**src/rtl/ght_pkg.sv**
```systemverilog
// Shared types, constants and helper functions for the growable handle table.
// Used by ght_ctrl, ght_dp and growable_handle_table_top.
`default_nettype none
package ght_pkg;
    localparam int MAX_ENTRIES = 256;
    localparam int IDX_W       = $clog2(MAX_ENTRIES);
    localparam int CAP_W       = IDX_W + 1;
    localparam int REF_W       = 64;
    localparam int CHUNK_W     = 16;
    localparam int POS_W       = $clog2(CHUNK_W);
    localparam int CHK_W       = IDX_W - POS_W;
    localparam int HANDLE_W    = 32;
    localparam int HOUT_W      = 11;
    localparam int STATUS_W    = 3;
    localparam int OP_W        = 2;
    localparam int CFG_IDX_W   = 2;
    localparam int IN_DATA_W   = 104;
    localparam int OUT_DATA_W  = 88;

    localparam logic [OP_W-1:0] OP_CREATE = 2'd0;
    localparam logic [OP_W-1:0] OP_LOOKUP = 2'd1;
    localparam logic [OP_W-1:0] OP_DELETE = 2'd2;

    localparam logic [STATUS_W-1:0] ST_OK          = 3'd0;
    localparam logic [STATUS_W-1:0] ST_BAD_PARAM   = 3'd1;
    localparam logic [STATUS_W-1:0] ST_TOO_MANY    = 3'd2;
    localparam logic [STATUS_W-1:0] ST_BAD_HANDLE  = 3'd3;
    localparam logic [STATUS_W-1:0] ST_CANCELED    = 3'd4;

    localparam logic [CFG_IDX_W-1:0] REG_INIT_SIZE  = 2'd0;
    localparam logic [CFG_IDX_W-1:0] REG_GROW_STEP  = 2'd1;
    localparam logic [CFG_IDX_W-1:0] REG_SIZE_LIMIT = 2'd2;

    typedef struct packed {
        logic                load;
        logic                set_status;
        logic [STATUS_W-1:0] status;
        logic                fscan;
        logic                alloc;
        logic                grow;
        logic                rd;
        logic                look_done;
        logic                clr;
        logic                tscan;
        logic                shrink;
        logic                result;
    } ght_cmd_t;

    typedef struct packed {
        logic [OP_W-1:0] op;
        logic            ref_zero;
        logic            dec_ok;
        logic            release_ok;
        logic            top_hit;
        logic            free_found;
        logic            scan_last;
        logic            top_done;
        logic            shrink_done;
        logic            out_free;
    } ght_stat_t;

    function automatic logic [POS_W-1:0] lowest_set(input logic [CHUNK_W-1:0] v);
        logic [POS_W-1:0] p;
        p = '0;
        for (int j = CHUNK_W - 1; j >= 0; j--) begin
            if (v[j]) p = POS_W'(j);
        end
        return p;
    endfunction

    function automatic logic [POS_W-1:0] highest_set(input logic [CHUNK_W-1:0] v);
        logic [POS_W-1:0] p;
        p = '0;
        for (int j = 0; j < CHUNK_W; j++) begin
            if (v[j]) p = POS_W'(j);
        end
        return p;
    endfunction
endpackage
`default_nettype wire

```
**src/rtl/ght_ctrl.sv**
```systemverilog
// Sequencer for the handle table: walks each operation through decode, scans,
// resize and result hand-off. Depends on ght_pkg; drives ght_dp by commands.
`default_nettype none
module ght_ctrl (
    input  wire logic          aclk,
    input  wire logic          aresetn,
    input  wire logic          s_tvalid,
    output logic               s_tready,
    input  wire ght_pkg::ght_stat_t stat,
    output ght_pkg::ght_cmd_t  cmd
);
    typedef enum logic [7:0] {
        S_IDLE   = 8'b0000_0001,
        S_DECODE = 8'b0000_0010,
        S_FSCAN  = 8'b0000_0100,
        S_GROW   = 8'b0000_1000,
        S_LOOK   = 8'b0001_0000,
        S_TSCAN  = 8'b0010_0000,
        S_SHRINK = 8'b0100_0000,
        S_FIN    = 8'b1000_0000
    } ght_state_t;

    ght_state_t state_reg, state_next;

    always_ff @(posedge aclk) begin
        if (!aresetn) state_reg <= S_IDLE;
        else          state_reg <= state_next;
    end

    assign s_tready = (state_reg == S_IDLE);

    always_comb begin
        state_next = state_reg;
        cmd        = '0;
        case (state_reg)
            S_IDLE: begin
                if (s_tvalid) begin
                    cmd.load   = 1'b1;
                    state_next = S_DECODE;
                end
            end
            S_DECODE: begin
                state_next = S_FIN;
                case (stat.op)
                    ght_pkg::OP_CREATE: begin
                        if (stat.ref_zero) begin
                            cmd.set_status = 1'b1;
                            cmd.status     = ght_pkg::ST_BAD_PARAM;
                        end else begin
                            state_next = S_FSCAN;
                        end
                    end
                    ght_pkg::OP_LOOKUP: begin
                        if (!stat.dec_ok) begin
                            cmd.set_status = 1'b1;
                            cmd.status     = ght_pkg::ST_BAD_HANDLE;
                        end else begin
                            cmd.rd     = 1'b1;
                            state_next = S_LOOK;
                        end
                    end
                    ght_pkg::OP_DELETE: begin
                        if (!stat.dec_ok) begin
                            cmd.set_status = 1'b1;
                            cmd.status     = ght_pkg::ST_BAD_HANDLE;
                        end else if (!stat.release_ok) begin
                            cmd.set_status = 1'b1;
                            cmd.status     = ght_pkg::ST_CANCELED;
                        end else begin
                            cmd.clr = 1'b1;
                            if (stat.top_hit) state_next = S_TSCAN;
                        end
                    end
                    default: begin
                        cmd.set_status = 1'b1;
                        cmd.status     = ght_pkg::ST_BAD_PARAM;
                    end
                endcase
            end
            S_FSCAN: begin
                cmd.fscan = 1'b1;
                if (stat.free_found) begin
                    cmd.alloc  = 1'b1;
                    state_next = S_FIN;
                end else if (stat.scan_last) begin
                    state_next = S_GROW;
                end
            end
            S_GROW: begin
                cmd.grow   = 1'b1;
                state_next = S_FIN;
            end
            S_LOOK: begin
                cmd.look_done = 1'b1;
                state_next    = S_FIN;
            end
            S_TSCAN: begin
                cmd.tscan = 1'b1;
                if (stat.top_done) state_next = S_SHRINK;
            end
            S_SHRINK: begin
                cmd.shrink = 1'b1;
                if (stat.shrink_done) state_next = S_FIN;
            end
            S_FIN: begin
                if (stat.out_free) begin
                    cmd.result = 1'b1;
                    state_next = S_IDLE;
                end
            end
            default: state_next = S_IDLE;
        endcase
    end
endmodule
`default_nettype wire

```
**config.mk**
```make
export PLATFORM = sky130hd
export DESIGN_NAME = ght_ctrl
export DESIGN_NICKNAME = d
export VERILOG_FILES = /design/src/rtl/ght_pkg.sv /design/src/rtl/ght_ctrl.sv
export SDC_FILE = /design/constraint.sdc
export NUM_CORES = 1
export LEC_CHECK = 0
export BUFFER_PORTS_ARGS = -buffer_cell sky130_fd_sc_hd__buf_4
export CAP_MARGIN = 40
export CELL_PAD_IN_SITES_DETAIL_PLACEMENT = 0
export CELL_PAD_IN_SITES_GLOBAL_PLACEMENT = 2
export CORE_AREA = 2 2 60 62
export DETAILED_ROUTE_END_ITERATION = 10
export DIE_AREA = 0 0 62 64
export HOLD_SLACK_MARGIN = 0.02
export MAX_ROUTING_LAYER = met4
export PLACE_DENSITY_LB_ADDON = 0.1
export SLEW_MARGIN = 40
export SYNTH_ARGS = -nofsm -noshare
export SYNTH_HDL_FRONTEND = slang
export SYNTH_SLANG_ARGS = --single-unit
```
**constraint.sdc**
```tcl
create_clock -name aclk -period 2.1 [get_ports aclk]
set_input_delay 0.105 -clock aclk [delete_from_list [all_inputs] [get_ports aclk]]
set_output_delay 0.105 -clock aclk [all_outputs]
set_load 0.02 [all_outputs]
```
# After elaboration in Yosys (flattened, before gate mapping)
# Index checks and enable logic that the tools add are counted.
dict set report classes {
  n_eq_ne 15
  n_mux 36
  n_reduce_logical 3
}
# operator count
set ops {}
lappend ops {{$mux 8} 11}
lappend ops {{$pmux 8 s7} 1}
lappend ops {{$pmux 8 s3} 1}
lappend ops {{$mux 4} 5}
lappend ops {{$mux 1} 16}
lappend ops {{$pmux 4 s3} 1}
lappend ops {{$eq 8x1->1 const B} 1}
lappend ops {{$eq 8x2->1 const B} 1}
lappend ops {{$eq 8x3->1 const B} 1}
lappend ops {{$eq 8x4->1 const B} 1}
lappend ops {{$eq 8x5->1 const B} 1}
lappend ops {{$eq 8x6->1 const B} 1}
lappend ops {{$eq 8x7->1 const B} 1}
lappend ops {{$eq 8x8->1 const B} 1}
lappend ops {{$ne 2x2->1 const B} 4}
lappend ops {{$reduce_and 5->1} 1}
lappend ops {{$ne 3x3->1 const B} 1}
lappend ops {{$eq 2x1->1 const B} 1}
lappend ops {{$eq 2x2->1 const B} 1}
lappend ops {{$logic_not 2->1} 1}
lappend ops {{$mux 2} 1}
lappend ops {{$reduce_or 2->1} 1}
dict set report totals {
  ff_bits 8
  inputBits 14
  out_inout_bits 15
  word_cells 55
}

# Logic depth before layout (Yosys ltp)
dict set report logic_depth {
  ltp_word 5
  mapped_depth 6
  ltp_nobuf 4
}

# Least setup slack after synthesis
# OpenSTA, ideal clock, no wires.
dict set report synth_timing {
  kind {register to register}
  startpoint {reg state_reg[5]}
  endpoint {reg state_reg[7]}
  setup_ns 0.088
  t_arrival_ns 1.875
  required_time_ns 2.012
  slack_ns 0.137
  stages_incl_launch_ff 7
  path_buffers 2
  synth_period_minus_slack_ns 1.963
  path_cell_list {dfxtp_1 -> buf_6 -> or4_1 -> buf_2 -> or4_4 -> and2_4 -> a311oi_2}
}
dict set report synth_between {
  elab_chain_len 3
  word_cells_on_any_way 16
  classes_between {13 x eq/ne; 1 x mux; 2 x reduce/logical}
}
# item line_no
set synth_rtl {}
lappend synth_rtl {{from (decl)} ght_ctrl.sv:23} ;# ght_state_t state_reg, state_next;
lappend synth_rtl {{from (signal assigned)} ght_ctrl.sv:27} ;# else state_reg <= state_next;
lappend synth_rtl {{$eq 8x4->1 (tied with other cells)} ght_ctrl.sv:35} ;# case (state_reg)
lappend synth_rtl {{$reduce_or 2->1 (no source line) (tied with other cells)} -}
lappend synth_rtl {{$pmux 8 s7 / $reduce_and 5->1 (equally long branches)} -}
# Several ways; a longest one is shown, not always the timed one.
# A chain may end at the register's enable or synchronous reset.

# Worst setup path after layout
dict set report layout_timing {
  startpoint {reg state_reg[1]}
  endpoint {reg state_reg[7]}
}
# Same word-level chain as after synthesis.

==> metrics <==
dominant cell type by area after synthesis=dfxtp_1; share of the synthesized area in the top cell type=0.243; synthesized area=659 µm²; Fin Setup TNS=0 ns; Logic pwr share=0.382; maxcap violations=0; initial antenna violation count=0; achievable frequency=515 MHz; CP most frequent cell=or4_4; Period minus WS final=1.94 ns; Post-Synth Adder-Cell Area=0; P_int=317 µW; XOR/XNOR Fraction of Synth Area=0.0398; Worst Path Class, Setup=reg -> reg; Final Wtd Congestion=0.737; post-synthesis to final-layout area growth=50.7%; setup violators final=0; post-route DRC violation count=0; WP data arrival=2.12 ns; average cell area after synthesis=7.41 µm²; HPWL after DPL=1.74 mm; RSZ-0062 raised after global routing=false; skew final=0.00139 ns; # Post-CTS Setup Buffers=0; Final WS setup=0.160 ns; Hold Crit Class=in -> reg; slowest CP cell=or4_4; number of library cell types mapped by synthesis=38; CP endpoint kind=register; DR pass1 iterations=4; Die W=62 µm; Synth Area in Simple Gates=0.446; multiplexer share of the synthesized area=0; crit share post-route=0.924; Routed WL=2.12 mm; vias per cell=4.59; final-layout fill cell count=386; TritonCTS Sinks=8; number of placement rows=21; #FFs+latches synth=8; worst-margin pin slew=0.468 ns; CTS resizes=0; routed length per instance=12.5 µm; register area share after synthesis=0.243; max incr delay on CP=0.59 ns; Clock power frac=0.259; Clock Tree Root=clkbuf_4; largest family of logic cells by synthesized area=simple AND/OR/NAND/NOR gates; Worst VDD drop=96.5 µV; full die area=0.00397 mm²; vias in the first global route=768; Clock Pin Slew Worst Setup and Hold Paths=0.06 ns; Clock Latency Late Sink=0.26 ns; Pwr Density=493 mW/mm²; Ant. Diodes=0; Synth Instances=89; sequential power share=0.358; chip height=64 µm; Synth warnings=0; DP Area=952 µm²; # IOs=29; layout cells sized above 1=0.358; CTS tree=built; max reg flops=8; DP Worst Slack=0.102 ns; CP Launch Type=register; synth top area cells=dfxtp_1 24%, nor2_1 6.8%, nor4b_1 5.3%; Mapped Nets=103; Max Slew Vio Count=0; antenna-violating nets left=0; Placeable Area=0.00328 mm²; non-filler cells in the finished layout=169; port bufs=28; largest net degree at the start of global routing=9; Synth Area in Compound Gates=0.195; CTS max path bufs=2; status=completed; Total GRT Usage=0.125; TritonCTS Buffers=3; worst path required time=2.28 ns; Switching Share=0.352; GRT overflow=0; H-tree lvl count=1; Iter 0 DRT Violations=54; Slew headroom=0.684; first-pass GRT wire length=3.55 mm; Initial Util=0.201; CP cell instances=or4_4, or4_4, and2_4, a311oi_2; final net count=139; Worst Path Max Fanout=6; fin area=993 µm²; Post-Place Cells=166; leak pwr=0.436 nW; Power, Total=490 µW; P_sw=172 µW; vias post-DR=776; Final Hold Fails=0; cts hold-fix bufs=0
layout by cell type (no fill, tap or decap), types with 2 or more instances in the layout:
master and instances:
a21oi_1 3, buf_4 34, nor4b_1 4, o211ai_1 2, dfxtp_1 8, nand2_1 6
nand3_1 3, inv_1 8, or4_4 2, nor3_1 4, o21a_1 2, nor2_1 12
nor4_1 3, xnor2_1 2, nand2b_1 2, a31oi_1 2, or2_2 2, clkbuf_4 3
or4_1 2, nor3b_1 2
area by class of cell:
| class | count | area (µm²) | area share |
|---|---|---|---|
| Clock buffer | 3 | 22.5 | 0.0227 |
| Inverter | 8 | 30.0 | 0.0302 |
| Multi-Input combinational cell | 70 | 468 | 0.471 |
| Sequential cell | 8 | 160 | 0.161 |
| Tap cell | 46 | 57.6 | 0.0579 |
| Timing Repair Buffer | 34 | 255 | 0.257 |
cells by family after synthesis:
family / count (synthesis)
and+or+nand+nor: 50
AOI/OAI and AO/OA: 17
buffers and inverters: 11
DFF: 8
xor gates and xnor gates: 3
layer usage:
layer,vias to the layer above,GRT usage,routed length (µm)
met5,-,-,0
met4,0,0.0718,57
met3,5,0.0121,83
met2,24,0.199,1100
met1,349,0.148,880
li1,398,-,-
cell usage after synthesis:
cell	number
a2111o_1	1
a21oi_1	3
a311oi_2	1
a31oi_1	2
a32oi_1	1
a41oi_1	1
and2_1	1
and2_4	1
and4_1	1
and4b_1	1
buf_2	1
buf_6	1
clkbuf_1	1
dfxtp_1	8
inv_1	8
nand2_1	6
nand2b_1	2
nand3_1	3
nand3b_1	1
nand4_1	1
nor2_1	12
nor2b_1	1
nor3_1	4
nor3b_1	2
nor4_1	3
nor4b_1	4
nor4bb_1	1
o211a_1	1
o211ai_1	2
o21a_1	2
o21ai_0	1
o21ai_1	1
o21bai_1	1
or2_2	2
or4_1	3
or4_4	1
xnor2_1	2
xor2_1	1
per-stage QoR:
stage / util / hold slack [ns]
global route: 0.302 / 0.0427
global placement: 0.290 / 0.304
floorplan: - / 0.181
finish: 0.302 / 0.0309
CTS: 0.297 / 0.0242
detailed placement: 0.290 / 0.304
power groups by stage:
stage | Combinational [mW] | Sequential (mW) | Clock (mW)
6_report | 0.187 | 0.175 | 0.127
5_1_grt | 0.206 | 0.177 | 0.134
4_1_cts | 0.184 | 0.174 | 0.131
3_5_place_dp | 0.183 | 0.178 | 0
3_3_place_gp | 0.187 | 0.178 | 0
2_1_floorplan | 0.105 | 0.175 | 0
path summary, 6_finish.rpt:
kind	end	slack [ns]	startpoint	cells past startpoint
worst max register to register	state_reg[7]	0.16	state_reg[1]	4
worst max-delay path	state_reg[7]	0.16	state_reg[1]	4
worst min register to register	state_reg[1]	0.72	state_reg[1]	3
worst min-delay path	state_reg[3]	0.03	stat[4]	2
worst max-delay path, delay by kind of cell, from the launching register on:
family / cells / cell delay (ns)
simple gates: 3 / 1.28
flops: 1 / 0.34
compound gates: 1 / 0.24
Note: power is estimated with default switching activity, not from simulation.
